<file path="config.mk">
export PLATFORM = sky130hd
export DESIGN_NAME = adsr_envelope_generator
export DESIGN_NICKNAME = d
export VERILOG_FILES = /design/src/hdl/adsr_pkg.sv /design/src/hdl/adsr_envelope_generator.sv
export VERILOG_INCLUDE_DIRS = /design/src /design/src/hdl
export SDC_FILE = /design/constraint.sdc
export NUM_CORES = 2
export LEC_CHECK = 0
export BUFFER_PORTS_ARGS = -buffer_cell sky130_fd_sc_hd__buf_2
export CAP_MARGIN = 20
export CORE_ASPECT_RATIO = 0.75
export CORE_MARGIN = 10
export CORE_UTILIZATION = 45
export DETAILED_ROUTE_END_ITERATION = 12
export SLEW_MARGIN = 20
export SYNTH_ARGS = -nofsm -noshare
export SYNTH_HDL_FRONTEND = slang
export SYNTH_SLANG_ARGS = --single-unit
</file>
<file path="constraint.sdc">
create_clock -name aclk -period 12.6 [get_ports aclk]
set_input_delay 2.52 -clock aclk [delete_from_list [all_inputs] [get_ports aclk]]
set_output_delay 2.52 -clock aclk [all_outputs]
set_load 0.02 [all_outputs]
</file>
<file path="src/hdl/adsr_envelope_generator_assert.svh">
// Assertion macros for the ADSR envelope generator
`ifndef ADSR_ENVELOPE_GENERATOR_ASSERT_SVH
`define ADSR_ENVELOPE_GENERATOR_ASSERT_SVH

// same-cycle implication
`define ADSR_ASSERT_NOW(label, clk, rst_n, ante, cons, msg) \
    label: assert property (@(posedge clk) disable iff (!rst_n) (ante) |-> (cons)) \
        else $error(msg);

// next-cycle implication
`define ADSR_ASSERT_NEXT(label, clk, rst_n, ante, cons, msg) \
    label: assert property (@(posedge clk) disable iff (!rst_n) (ante) |=> (cons)) \
        else $error(msg);

`endif

</file>
<file path="src/hdl/adsr_pkg.sv">
// Package: widths, reset values and codes for the ADSR envelope generator
`default_nettype none

package adsr_pkg;

    localparam int LEVEL_FRAC_BITS_DEF = 23;
    localparam int FIELD_W             = 24;
    localparam int COEF_BITS           = 24;
    localparam int CFG_INDEX_W         = 2;

    localparam logic [FIELD_W-1:0] ATTACK_STEP_RST  = 24'd174763;
    localparam logic [FIELD_W-1:0] DECAY_COEF_RST   = 24'd16761127;
    localparam logic [FIELD_W-1:0] RELEASE_COEF_RST = 24'd16745054;
    localparam logic [FIELD_W-1:0] SUSTAIN_RST      = 24'd5872026;

    typedef enum logic [1:0] {
        CMD_TICK     = 2'd0,
        CMD_NOTE_ON  = 2'd1,
        CMD_NOTE_OFF = 2'd2,
        CMD_RESET    = 2'd3
    } cmd_t;

    typedef enum logic [2:0] {
        PH_IDLE    = 3'd0,
        PH_ATTACK  = 3'd1,
        PH_DECAY   = 3'd2,
        PH_SUSTAIN = 3'd3,
        PH_RELEASE = 3'd4
    } phase_t;

    typedef enum logic [CFG_INDEX_W-1:0] {
        REG_ATTACK_STEP  = 2'd0,
        REG_DECAY_COEF   = 2'd1,
        REG_RELEASE_COEF = 2'd2,
        REG_SUSTAIN      = 2'd3
    } cfg_index_t;

    typedef enum logic [5:0] {
        ST_IDLE       = 6'b000001,
        ST_ADVANCE    = 6'b000010,
        ST_COEF_WAIT  = 6'b000100,
        ST_COEF_APPLY = 6'b001000,
        ST_VEL_WAIT   = 6'b010000,
        ST_EMIT       = 6'b100000
    } state_t;

endpackage

`default_nettype wire

</file>
<file path="src/hdl/adsr_envelope_generator.sv">
// ADSR envelope generator: command sequencer around one shared multiplier
//
//  channel   dir   handshake            payload
//  s_        in    s_valid / s_ready    s_command, s_note_velocity
//  m_        out   m_valid / m_ready    m_envelope_out, m_phase
//  cfg_      in    cfg_wr_en            cfg_wr_index, cfg_wr_data
//
// Note-on, note-off and reset are handled in the idle state.
// A tick passes advance, velocity wait and emit; in release and in decay above
// sustain the shared multiplier scales by the coefficient, then by the velocity.
// The output register lets the next transaction in while a result waits;
// a further tick stalls in the emit state until the result is taken.
// Reset (synchronous, active low) restores idle phase, zero level, full velocity.
`default_nettype none
`include "adsr_envelope_generator_assert.svh"

module adsr_envelope_generator
    import adsr_pkg::*;
#(
    parameter int LEVEL_FRAC_BITS = LEVEL_FRAC_BITS_DEF
) (
    input  wire logic                   aclk,
    input  wire logic                   aresetn,

    input  wire logic                   s_valid,
    output logic                        s_ready,
    input  wire logic [1:0]             s_command,
    input  wire logic [FIELD_W-1:0]     s_note_velocity,

    output logic                        m_valid,
    input  wire logic                   m_ready,
    output logic [FIELD_W-1:0]          m_envelope_out,
    output logic [2:0]                  m_phase,

    input  wire logic                   cfg_wr_en,
    input  wire logic [CFG_INDEX_W-1:0] cfg_wr_index,
    input  wire logic [FIELD_W-1:0]     cfg_wr_data
);

    localparam int LEVEL_W = LEVEL_FRAC_BITS + 1;
    localparam int MB_W    = (LEVEL_W > FIELD_W) ? LEVEL_W : FIELD_W;
    localparam int PROD_W  = LEVEL_W + MB_W;
    localparam int SUM_W   = MB_W + 1;

    localparam logic [LEVEL_W-1:0] ONE = {1'b1, {LEVEL_FRAC_BITS{1'b0}}};
    localparam longint unsigned SNAP_LL =
        ((64'd1 << LEVEL_FRAC_BITS) + 64'd5000) / 64'd10000;
    localparam logic [LEVEL_W-1:0] SNAP_THRESH = LEVEL_W'(SNAP_LL);

    state_t               state_reg, state_next;
    phase_t               phase_reg, phase_next;
    logic [LEVEL_W-1:0]   level_reg, level_next;
    logic [LEVEL_W-1:0]   velocity_reg, velocity_next;

    logic [FIELD_W-1:0]   attack_step_reg, attack_step_next;
    logic [FIELD_W-1:0]   decay_coef_reg, decay_coef_next;
    logic [FIELD_W-1:0]   release_coef_reg, release_coef_next;
    logic [FIELD_W-1:0]   sustain_reg, sustain_next;

    logic [LEVEL_W-1:0]   mul_a_reg, mul_a_next;
    logic [MB_W-1:0]      mul_b_reg, mul_b_next;
    logic [PROD_W-1:0]    prod_reg, prod_next;

    logic [FIELD_W-1:0]   out_level_reg, out_level_next;
    phase_t               out_phase_reg, out_phase_next;
    logic                 out_valid_reg, out_valid_next;

    logic [LEVEL_W-1:0]   sus;
    logic [LEVEL_W-1:0]   vel_clamped;
    logic [SUM_W-1:0]     attack_sum;
    logic [LEVEL_W-1:0]   coef_scaled;
    logic                 load_vel;

    assign sus = (MB_W'(sustain_reg) > MB_W'(ONE)) ? ONE : LEVEL_W'(sustain_reg);
    assign vel_clamped = (MB_W'(s_note_velocity) > MB_W'(ONE)) ?
                         ONE : LEVEL_W'(s_note_velocity);
    assign attack_sum  = SUM_W'(level_reg) + SUM_W'(attack_step_reg);
    assign coef_scaled = prod_reg[COEF_BITS +: LEVEL_W];
    assign prod_next   = PROD_W'(mul_a_reg) * PROD_W'(mul_b_reg);

    assign s_ready        = (state_reg == ST_IDLE);
    assign m_valid        = out_valid_reg;
    assign m_envelope_out = out_level_reg;
    assign m_phase        = out_phase_reg;

    always_comb begin
        state_next        = state_reg;
        phase_next        = phase_reg;
        level_next        = level_reg;
        velocity_next     = velocity_reg;
        attack_step_next  = attack_step_reg;
        decay_coef_next   = decay_coef_reg;
        release_coef_next = release_coef_reg;
        sustain_next      = sustain_reg;
        mul_a_next        = mul_a_reg;
        mul_b_next        = mul_b_reg;
        out_level_next    = out_level_reg;
        out_phase_next    = out_phase_reg;
        out_valid_next    = out_valid_reg;
        load_vel          = 1'b0;

        if (cfg_wr_en) begin
            unique case (cfg_index_t'(cfg_wr_index))
                REG_ATTACK_STEP:  attack_step_next  = cfg_wr_data;
                REG_DECAY_COEF:   decay_coef_next   = cfg_wr_data;
                REG_RELEASE_COEF: release_coef_next = cfg_wr_data;
                REG_SUSTAIN:      sustain_next      = cfg_wr_data;
            endcase
        end

        if (out_valid_reg && m_ready) begin
            out_valid_next = 1'b0;
        end

        unique case (state_reg)
            ST_IDLE: begin
                if (s_valid) begin
                    unique case (cmd_t'(s_command))
                        CMD_TICK: begin
                            state_next = ST_ADVANCE;
                        end
                        CMD_NOTE_ON: begin
                            velocity_next = vel_clamped;
                            phase_next    = PH_ATTACK;
                        end
                        CMD_NOTE_OFF: begin
                            if (phase_reg != PH_IDLE) begin
                                phase_next = PH_RELEASE;
                            end
                        end
                        CMD_RESET: begin
                            phase_next = PH_IDLE;
                            level_next = '0;
                        end
                    endcase
                end
            end
            ST_ADVANCE: begin
                unique case (phase_reg)
                    PH_ATTACK: begin
                        if (attack_sum >= SUM_W'(ONE)) begin
                            level_next = ONE;
                            phase_next = PH_DECAY;
                        end else begin
                            level_next = LEVEL_W'(attack_sum);
                        end
                        load_vel = 1'b1;
                    end
                    PH_DECAY: begin
                        if (level_reg > sus) begin
                            mul_a_next = level_reg - sus;
                            mul_b_next = MB_W'(decay_coef_reg);
                            state_next = ST_COEF_WAIT;
                        end else begin
                            level_next = sus;
                            phase_next = PH_SUSTAIN;
                            load_vel   = 1'b1;
                        end
                    end
                    PH_SUSTAIN: begin
                        level_next = sus;
                        load_vel   = 1'b1;
                    end
                    PH_RELEASE: begin
                        mul_a_next = level_reg;
                        mul_b_next = MB_W'(release_coef_reg);
                        state_next = ST_COEF_WAIT;
                    end
                    default: begin
                        level_next = '0;
                        phase_next = PH_IDLE;
                        load_vel   = 1'b1;
                    end
                endcase
            end
            ST_COEF_WAIT: begin
                state_next = ST_COEF_APPLY;
            end
            ST_COEF_APPLY: begin
                if (phase_reg == PH_DECAY) begin
                    if (coef_scaled <= SNAP_THRESH) begin
                        level_next = sus;
                        phase_next = PH_SUSTAIN;
                    end else begin
                        level_next = sus + coef_scaled;
                    end
                end else begin
                    if (coef_scaled <= SNAP_THRESH) begin
                        level_next = '0;
                        phase_next = PH_IDLE;
                    end else begin
                        level_next = coef_scaled;
                    end
                end
                load_vel = 1'b1;
            end
            ST_VEL_WAIT: begin
                state_next = ST_EMIT;
            end
            ST_EMIT: begin
                if (!out_valid_reg || m_ready) begin
                    out_level_next = prod_reg[LEVEL_FRAC_BITS +: FIELD_W];
                    out_phase_next = phase_reg;
                    out_valid_next = 1'b1;
                    state_next     = ST_IDLE;
                end
            end
            default: begin
                state_next = ST_IDLE;
            end
        endcase

        if (load_vel) begin
            mul_a_next = level_next;
            mul_b_next = MB_W'(velocity_reg);
            state_next = ST_VEL_WAIT;
        end
    end

    always_ff @(posedge aclk) begin
        if (!aresetn) begin
            state_reg        <= ST_IDLE;
            phase_reg        <= PH_IDLE;
            level_reg        <= '0;
            velocity_reg     <= ONE;
            attack_step_reg  <= ATTACK_STEP_RST;
            decay_coef_reg   <= DECAY_COEF_RST;
            release_coef_reg <= RELEASE_COEF_RST;
            sustain_reg      <= SUSTAIN_RST;
            out_valid_reg    <= 1'b0;
        end else begin
            state_reg        <= state_next;
            phase_reg        <= phase_next;
            level_reg        <= level_next;
            velocity_reg     <= velocity_next;
            attack_step_reg  <= attack_step_next;
            decay_coef_reg   <= decay_coef_next;
            release_coef_reg <= release_coef_next;
            sustain_reg      <= sustain_next;
            out_valid_reg    <= out_valid_next;
        end
    end

    always_ff @(posedge aclk) begin
        mul_a_reg     <= mul_a_next;
        mul_b_reg     <= mul_b_next;
        prod_reg      <= prod_next;
        out_level_reg <= out_level_next;
        out_phase_reg <= out_phase_next;
    end

    // idle phase always carries a zero level
    `ADSR_ASSERT_NOW(a_idle_level_zero, aclk, aresetn,
        phase_reg == PH_IDLE, level_reg == '0, "idle phase with non-zero level")
    // an accepted tick starts the envelope step
    `ADSR_ASSERT_NEXT(a_tick_advances, aclk, aresetn,
        s_valid && s_ready && (s_command == CMD_TICK), state_reg == ST_ADVANCE,
        "tick transaction did not start a step")
    // a stalled result holds the sequencer in the emit state
    `ADSR_ASSERT_NEXT(a_emit_stall, aclk, aresetn,
        (state_reg == ST_EMIT) && out_valid_reg && !m_ready, state_reg == ST_EMIT,
        "emit left while the output register was full")
    // sustain level is tracked during every tick in the sustain phase
    `ADSR_ASSERT_NOW(a_sustain_level, aclk, aresetn,
        (state_reg == ST_VEL_WAIT) && (phase_reg == PH_SUSTAIN), level_reg == sus,
        "sustain phase level differs from sustain register")

endmodule

`default_nettype wire
</file>
# Word-level counts from Yosys, hierarchy flattened
# Cells that the tools add are included.
[classes]
n_addsub = 3
multipliers = 1
n_lt_le_gt_ge = 5
eq_ne = 34
muxes = 42
n_bitwise = 2
reduce_logical = 21
[op_table]
columns = ["op", "n"]
rows = [
  ["$mux 24", 15],
  ["$pmux 24 s2", 2],
  ["$pmux 24 s4", 1],
  ["$pmux 24 s3", 1],
  ["$gt 24x24->1 const B", 2],
  ["$mul 24x24->48", 1],
  ["$pmux 6 s6", 1],
  ["$pmux 3 s3", 3],
  ["$add 24x24->25", 1],
  ["$ge 25x24->1 const B", 1],
  ["$add 24x24->24", 1],
  ["$gt 24x24->1", 1],
  ["$le 24x10->1 const B", 1],
  ["$mux 6", 4],
  ["$sub 24x24->24", 1],
  ["$mux 3", 7],
  ["$ne 3x3->1 const B", 6],
  ["$pmux 6 s2", 1],
  ["$reduce_and 6->1", 2],
  ["$ne 2x2->1 const B", 5],
  ["$reduce_and 2->1", 5],
  ["$reduce_bool 3->1", 3],
  ["$eq 2x2->1 const B", 4],
  ["$reduce_and 8->1", 1],
  ["27 further kinds", 38],
]
[word_totals]
register_bits = 277
inputBits = 57
out_inout_bits = 29
word_cells = 123

# Logic depth before layout (Yosys ltp)
[logic_depth]
word_depth = 8
mapped_depth = 26
depth_no_buf = 25

# Least setup slack after synthesis
# Ideal clock, no wire load.
[synth_timing]
path_type = "flip-flop to flip-flop"
from = "reg mul_b_reg[3]"
to = "reg prod_reg[46]"
setup_time_ns = 0.118
arrival_ns = 6.449
required_time_ns = 12.482
path_slack_ns = 6.033
stages_incl_launch_ff = 27
path_buffers = 1
synth_period_minus_slack_ns = 6.567
cell_sequence = "edfxtp_1 -> clkbuf_1 -> nand2_1 -> fa_1 -> inv_1 -> fa_1 -> inv_1 -> fa_1 -> inv_1 -> fa_1 -> inv_1 -> fa_1 -> inv_1 -> fa_1 -> inv_1 -> fa_1 -> inv_1 -> ha_1 -> o21ai_0 -> a211oi_1 -> nor2_1 -> o311ai_0 -> nand2_1 -> a311oi_1 -> o31a_1 -> nor2_1 -> xnor2_1"
[synth_between]
elab_chain_cells = 1
[synth_lines]
columns = ["item", "line_no", "rtl"]
rows = [
  ["start: declaration", "adsr_envelope_generator.sv:61", "logic [MB_W-1:0] mul_b_reg, mul_b_next;"],
  ["start signal: assignment", "adsr_envelope_generator.sv:246", "mul_b_reg <= mul_b_next;"],
  ["$mul 24x24->48", "adsr_envelope_generator.sv:79", "assign prod_next = PROD_W'(mul_a_reg) * PROD_W'(mul_b_reg);"],
  ["named net prod_next[46]", "adsr_envelope_generator.sv:62", "logic [PROD_W-1:0] prod_reg, prod_next;"],
  ["end signal: assignment", "adsr_envelope_generator.sv:247", "prod_reg <= prod_next;"],
  ["end: declaration", "adsr_envelope_generator.sv:62", ""],
]
# The timed path passes the listed nets, and every way through them passes these cells.
# A chain may end at the register's enable or synchronous reset.

# Final worst setup path
[layout_timing]
from = "reg mul_a_reg[10]"
to = "reg prod_reg[46]"
[layout_between]
elab_chain_cells = 1
[layout_lines]
columns = ["item", "line_no", "rtl"]
rows = [
  ["start: declaration", "adsr_envelope_generator.sv:60", "logic [LEVEL_W-1:0] mul_a_reg, mul_a_next;"],
  ["start signal: assignment", "adsr_envelope_generator.sv:245", "mul_a_reg <= mul_a_next;"],
  ["$mul 24x24->48", "adsr_envelope_generator.sv:79", ""],
  ["named net prod_next[46]", "adsr_envelope_generator.sv:62", ""],
]
# The timed path passes the listed nets, and every way through them passes these cells.

==> results.cfg <==
[timing]
rsz0062_at_grt = no
min_cycle_time_layout_ns = 7.849
hold_violations_final = 0
worst-slew-pin-transition_ns = 1.218
max-slew-margin-rel_pct = 18.17
post-route-period-util_pct = 62.30
final.setup_skew_ns = 0.01940
totalNegativeSetupSlack_ns = 0
setup_violations = 0
max_clock_freq_mhz = 127.4
timing.final.max_slew_violations = 0

[yosys]
synth-edff-count = 75
synth_cells = 3735
ys_warn_count = 0
yosys-mux-area-fraction_pct = 0.2820
synthSimpleGateAreaFrac_pct = 19.38
synth_fa_ha_area_share_pct = 39.22
synth-seq-cells = 254
post_synth_xor_area_fraction_pct = 2.082
synth_top_cell_by_area = sky130_fd_sc_hd__fa_1
post_synth_instance_area_um2 = 32390
syn-mean-instance-area_um2 = 8.672
synth-async-reset-ratio_pct = 0
synth_top_cells_by_area = sky130_fd_sc_hd__fa_1 (30%), sky130_fd_sc_hd__dfxtp_1 (11%), sky130_fd_sc_hd__ha_1 (9.3%), sky130_fd_sc_hd__nand2_1 (7.5%), sky130_fd_sc_hd__edfxtp_1 (7.0%)
synth_top_family_by_area = adder cells
ys_dominant_reg_cell = sky130_fd_sc_hd__dfxtp_1
synth.distinct_cells = 87
synth_nets = 4517
synth.top_cell.area_share_pct = 29.91
seq_area_frac_synth_pct = 18.02
yosysMostFrequentCell = sky130_fd_sc_hd__nand2_1
netlist_top_cells_count = sky130_fd_sc_hd__nand2_1 (647), sky130_fd_sc_hd__inv_1 (589), sky130_fd_sc_hd__fa_1 (484), sky130_fd_sc_hd__and2_1 (298), sky130_fd_sc_hd__ha_1 (241)
synth_compound_area_share_pct = 11.86

[floorplanning]
rows = 85
design.core.area_um2 = 71570
fp.dieArea_um2 = 83220
chipHeight_um = 252.3
floorplan.die.width_um = 329.8
ioPinCount = 86
floorplan.initialDensity_pct = 45.25

[power_and_ir_drop]
report.power.total_w = 0.003306
power-per-cell-area_nw_per_um2 = 95.37
combPwrFrac_pct = 42.0
pwr-share-clk_pct = 26.8
switching_power_w = 0.001329
vdd_ir_drop_max_uv = 94.38
p_int_w = 0.001977
switching_share_pct = 40.19
power_leakage_nw = 16.47
seq_power_share_pct = 31.2

[grt]
wire_length_of_the_first_global_routing_pass_um = 155100
global_route.overflow_total = 0
grt_pass1_vias = 25504
global_route.usage.total_pct = 24.01
grt_start_max_net_pins = 80
initial_antenna_violation_count = 3

[clock_tree]
worst_skew_pair.late_latency_ns = 0.59
htreeDepth = 1
cts-buffers-inserted = 27
postCtsSetupRepairBufs = 0
clk_pin_slew_worst_paths_ns = 0.07
tritoncts = built
postCtsHoldBufs = 0
cts.sinks = 254
max-clock-path-buffers = 3
ctsResizeCount = 0
clock_tree.root_cell = sky130_fd_sc_hd__clkbuf_16

[critical_path]
worst_path_most_repeated_cell = sky130_fd_sc_hd__fa_1
cpMaxStageDelayCell = sky130_fd_sc_hd__edfxtp_1
worst-path-max-fanout = 24
r2r_start = mul_a_reg[10]$_DFFE_PP_
critical-path-max-stage-delay_ns = 1.09
critical_path_at_ns = 8.33
timing_worst_setup_path_type = reg -> reg
cp-startpoint = mul_a_reg[10]$_DFFE_PP_
timing.critical_path.to_type = flop
worst_setup_path_start_kind = flop
required_time_of_the_worst_setup_path_ns = 13.08

[place]
dpl.hpwl_um = 77120
dpl_cell_area_um2 = 33700
gp_routability_congestion = 0.9659
numPortBuffers = 85

[job]
drv_cap = 0

[routing]
routed_wire_length_per_instance_um = 21.41
number_of_drc_markers_after_the_initial_detailed_route_iteration = 2703
route.final.wire_length_um = 100500
routed_via_density = 5.548
final_ant_viol_nets = 0
first_pass_iters = 9
remaining_drc_errors = 0
detailroute.via_count = 26036

[cells_and_area]
flow.area_growth_from_synthesis_pct = 7.030
cell_area_after_layout_um2 = 34670
layout.filler_cells = 6861
final_util_pct = 48.44
nets = 4495
largest_register_ffs = 25
post_route_cells_drive_above_1_share_pct = 6.133

[min_path]
hold_class = reg -> reg
min_from = prod_reg[23]$_DFF_P_

[run_status]
result_of_the_run = finished, final reports clean
[power by group through the flow]
stage	clock network [W]	logic [W]	registers, W
global placement	0	0.00137	0.00104
CTS	0.000896	0.00138	0.00102
detailed placement	0	0.00137	0.00104
finish	0.000887	0.00139	0.00103
global route	0.000927	0.00156	0.00103
floorplan	0	0.000982	0.000963
[critical path: cells and delay by family, from the launching register on]
kind                       cells  cell delay [ns]
and+or+nand+nor                4             0.54
AOI/OAI and AO/OA              5             1.79
adders and majority gates      8             3.69
xor gates and xnor gates       1             0.11
buffers and inverters          7             0.51
DFF                            1             1.09
[area by class of cell]
class / count / area (µm²) / area share [%]
multi-input cells: 2701 / 23630 / 68.15
flip-flops and latches: 254 / 5836 / 16.83
inverters: 590 / 2215 / 6.388
well taps: 957 / 1197 / 3.454
repair buffers: 139 / 830.8 / 2.396
clock buffers: 37 / 764.5 / 2.205
clock inverters: 13 / 195.2 / 0.5630
diodes: 2 / 5.005 / 0.01444
[cells in the final DEF (no fill, tap or decap), types with 7 or more instances in the layout]
cell / netlist / final
sky130_fd_sc_hd__a211oi_1: 30 / 30
sky130_fd_sc_hd__a21o_1: 40 / 40
sky130_fd_sc_hd__a21oi_1: 165 / 165
sky130_fd_sc_hd__a222oi_1: 16 / 16
sky130_fd_sc_hd__a22o_1: 7 / 7
sky130_fd_sc_hd__a22oi_1: 38 / 38
sky130_fd_sc_hd__a31oi_1: 41 / 41
sky130_fd_sc_hd__a32oi_1: 7 / 7
sky130_fd_sc_hd__and2_1: 298 / 297
sky130_fd_sc_hd__and3_1: 18 / 18
sky130_fd_sc_hd__buf_2: 14 / 85
sky130_fd_sc_hd__buf_4: 0 / 54
sky130_fd_sc_hd__clkbuf_16: 0 / 28
sky130_fd_sc_hd__dfxtp_1: 179 / 179
sky130_fd_sc_hd__edfxtp_1: 75 / 75
sky130_fd_sc_hd__fa_1: 484 / 484
sky130_fd_sc_hd__ha_1: 241 / 241
sky130_fd_sc_hd__inv_1: 589 / 589
sky130_fd_sc_hd__mux2i_1: 8 / 8
sky130_fd_sc_hd__nand2_1: 647 / 646
sky130_fd_sc_hd__nand2b_1: 8 / 8
sky130_fd_sc_hd__nand3_1: 80 / 80
sky130_fd_sc_hd__nand4_1: 19 / 19
sky130_fd_sc_hd__nor2_1: 139 / 138
sky130_fd_sc_hd__nor2b_1: 19 / 19
sky130_fd_sc_hd__nor3_1: 27 / 26
sky130_fd_sc_hd__nor3b_1: 8 / 7
sky130_fd_sc_hd__nor4_1: 19 / 19
sky130_fd_sc_hd__o211a_1: 7 / 7
sky130_fd_sc_hd__o211ai_1: 14 / 14
sky130_fd_sc_hd__o21a_1: 23 / 22
sky130_fd_sc_hd__o21ai_0: 77 / 77
sky130_fd_sc_hd__o21bai_1: 7 / 7
sky130_fd_sc_hd__or3_1: 10 / 10
sky130_fd_sc_hd__xnor2_1: 42 / 42
sky130_fd_sc_hd__xor2_1: 35 / 35
[kinds of logic (layout without fill, tap and decap cells)]
group                    after synthesis  count (layout)
adder cells (fa/ha/maj)              725             725
buffers and inverters                780             779
AND/OR/NAND/NOR                     1325            1325
XOR/XNOR                              77              77
multiplexers                           9               9
other                                  0               2
flip-flops                           254             254
AO/OA/AOI/OAI                        565             565
[final timing paths]
check / depth (start not counted) / slack (ns) / end
worst max register to register: 25 / 4.75 / prod_reg[46]$_DFF_P_
worst max-delay path: 25 / 4.75 / prod_reg[46]$_DFF_P_
worst min register to register: 0 / 0.41 / m_envelope_out[0]$_DFFE_PP_
worst min-delay path: 0 / 0.41 / m_envelope_out[0]$_DFFE_PP_
[through the flow]
stage	hold slack, ns	worst slack, ns	std cells
floorplan	0.3855	6.033	3735
global route	0.4153	4.271	4691
detailed placement	0.3994	4.851	4641
global placement	0.3911	4.854	4641
finish	0.4139	4.751	4693
CTS	0.4137	4.762	4691
[per-layer routing]
metal	GRT usage, %	part of all wire (%)	vias to the layer above	wire [µm]
li1	-	-	11985	-
met1	36.61	48	12966	47800
met2	33.26	40	988	40300
met3	6.988	11	95	10600
met4	3.768	1.6	2	1602
met5	1.448	0.16	-	159
No activity file was read; power rests on OpenSTA's default activity.
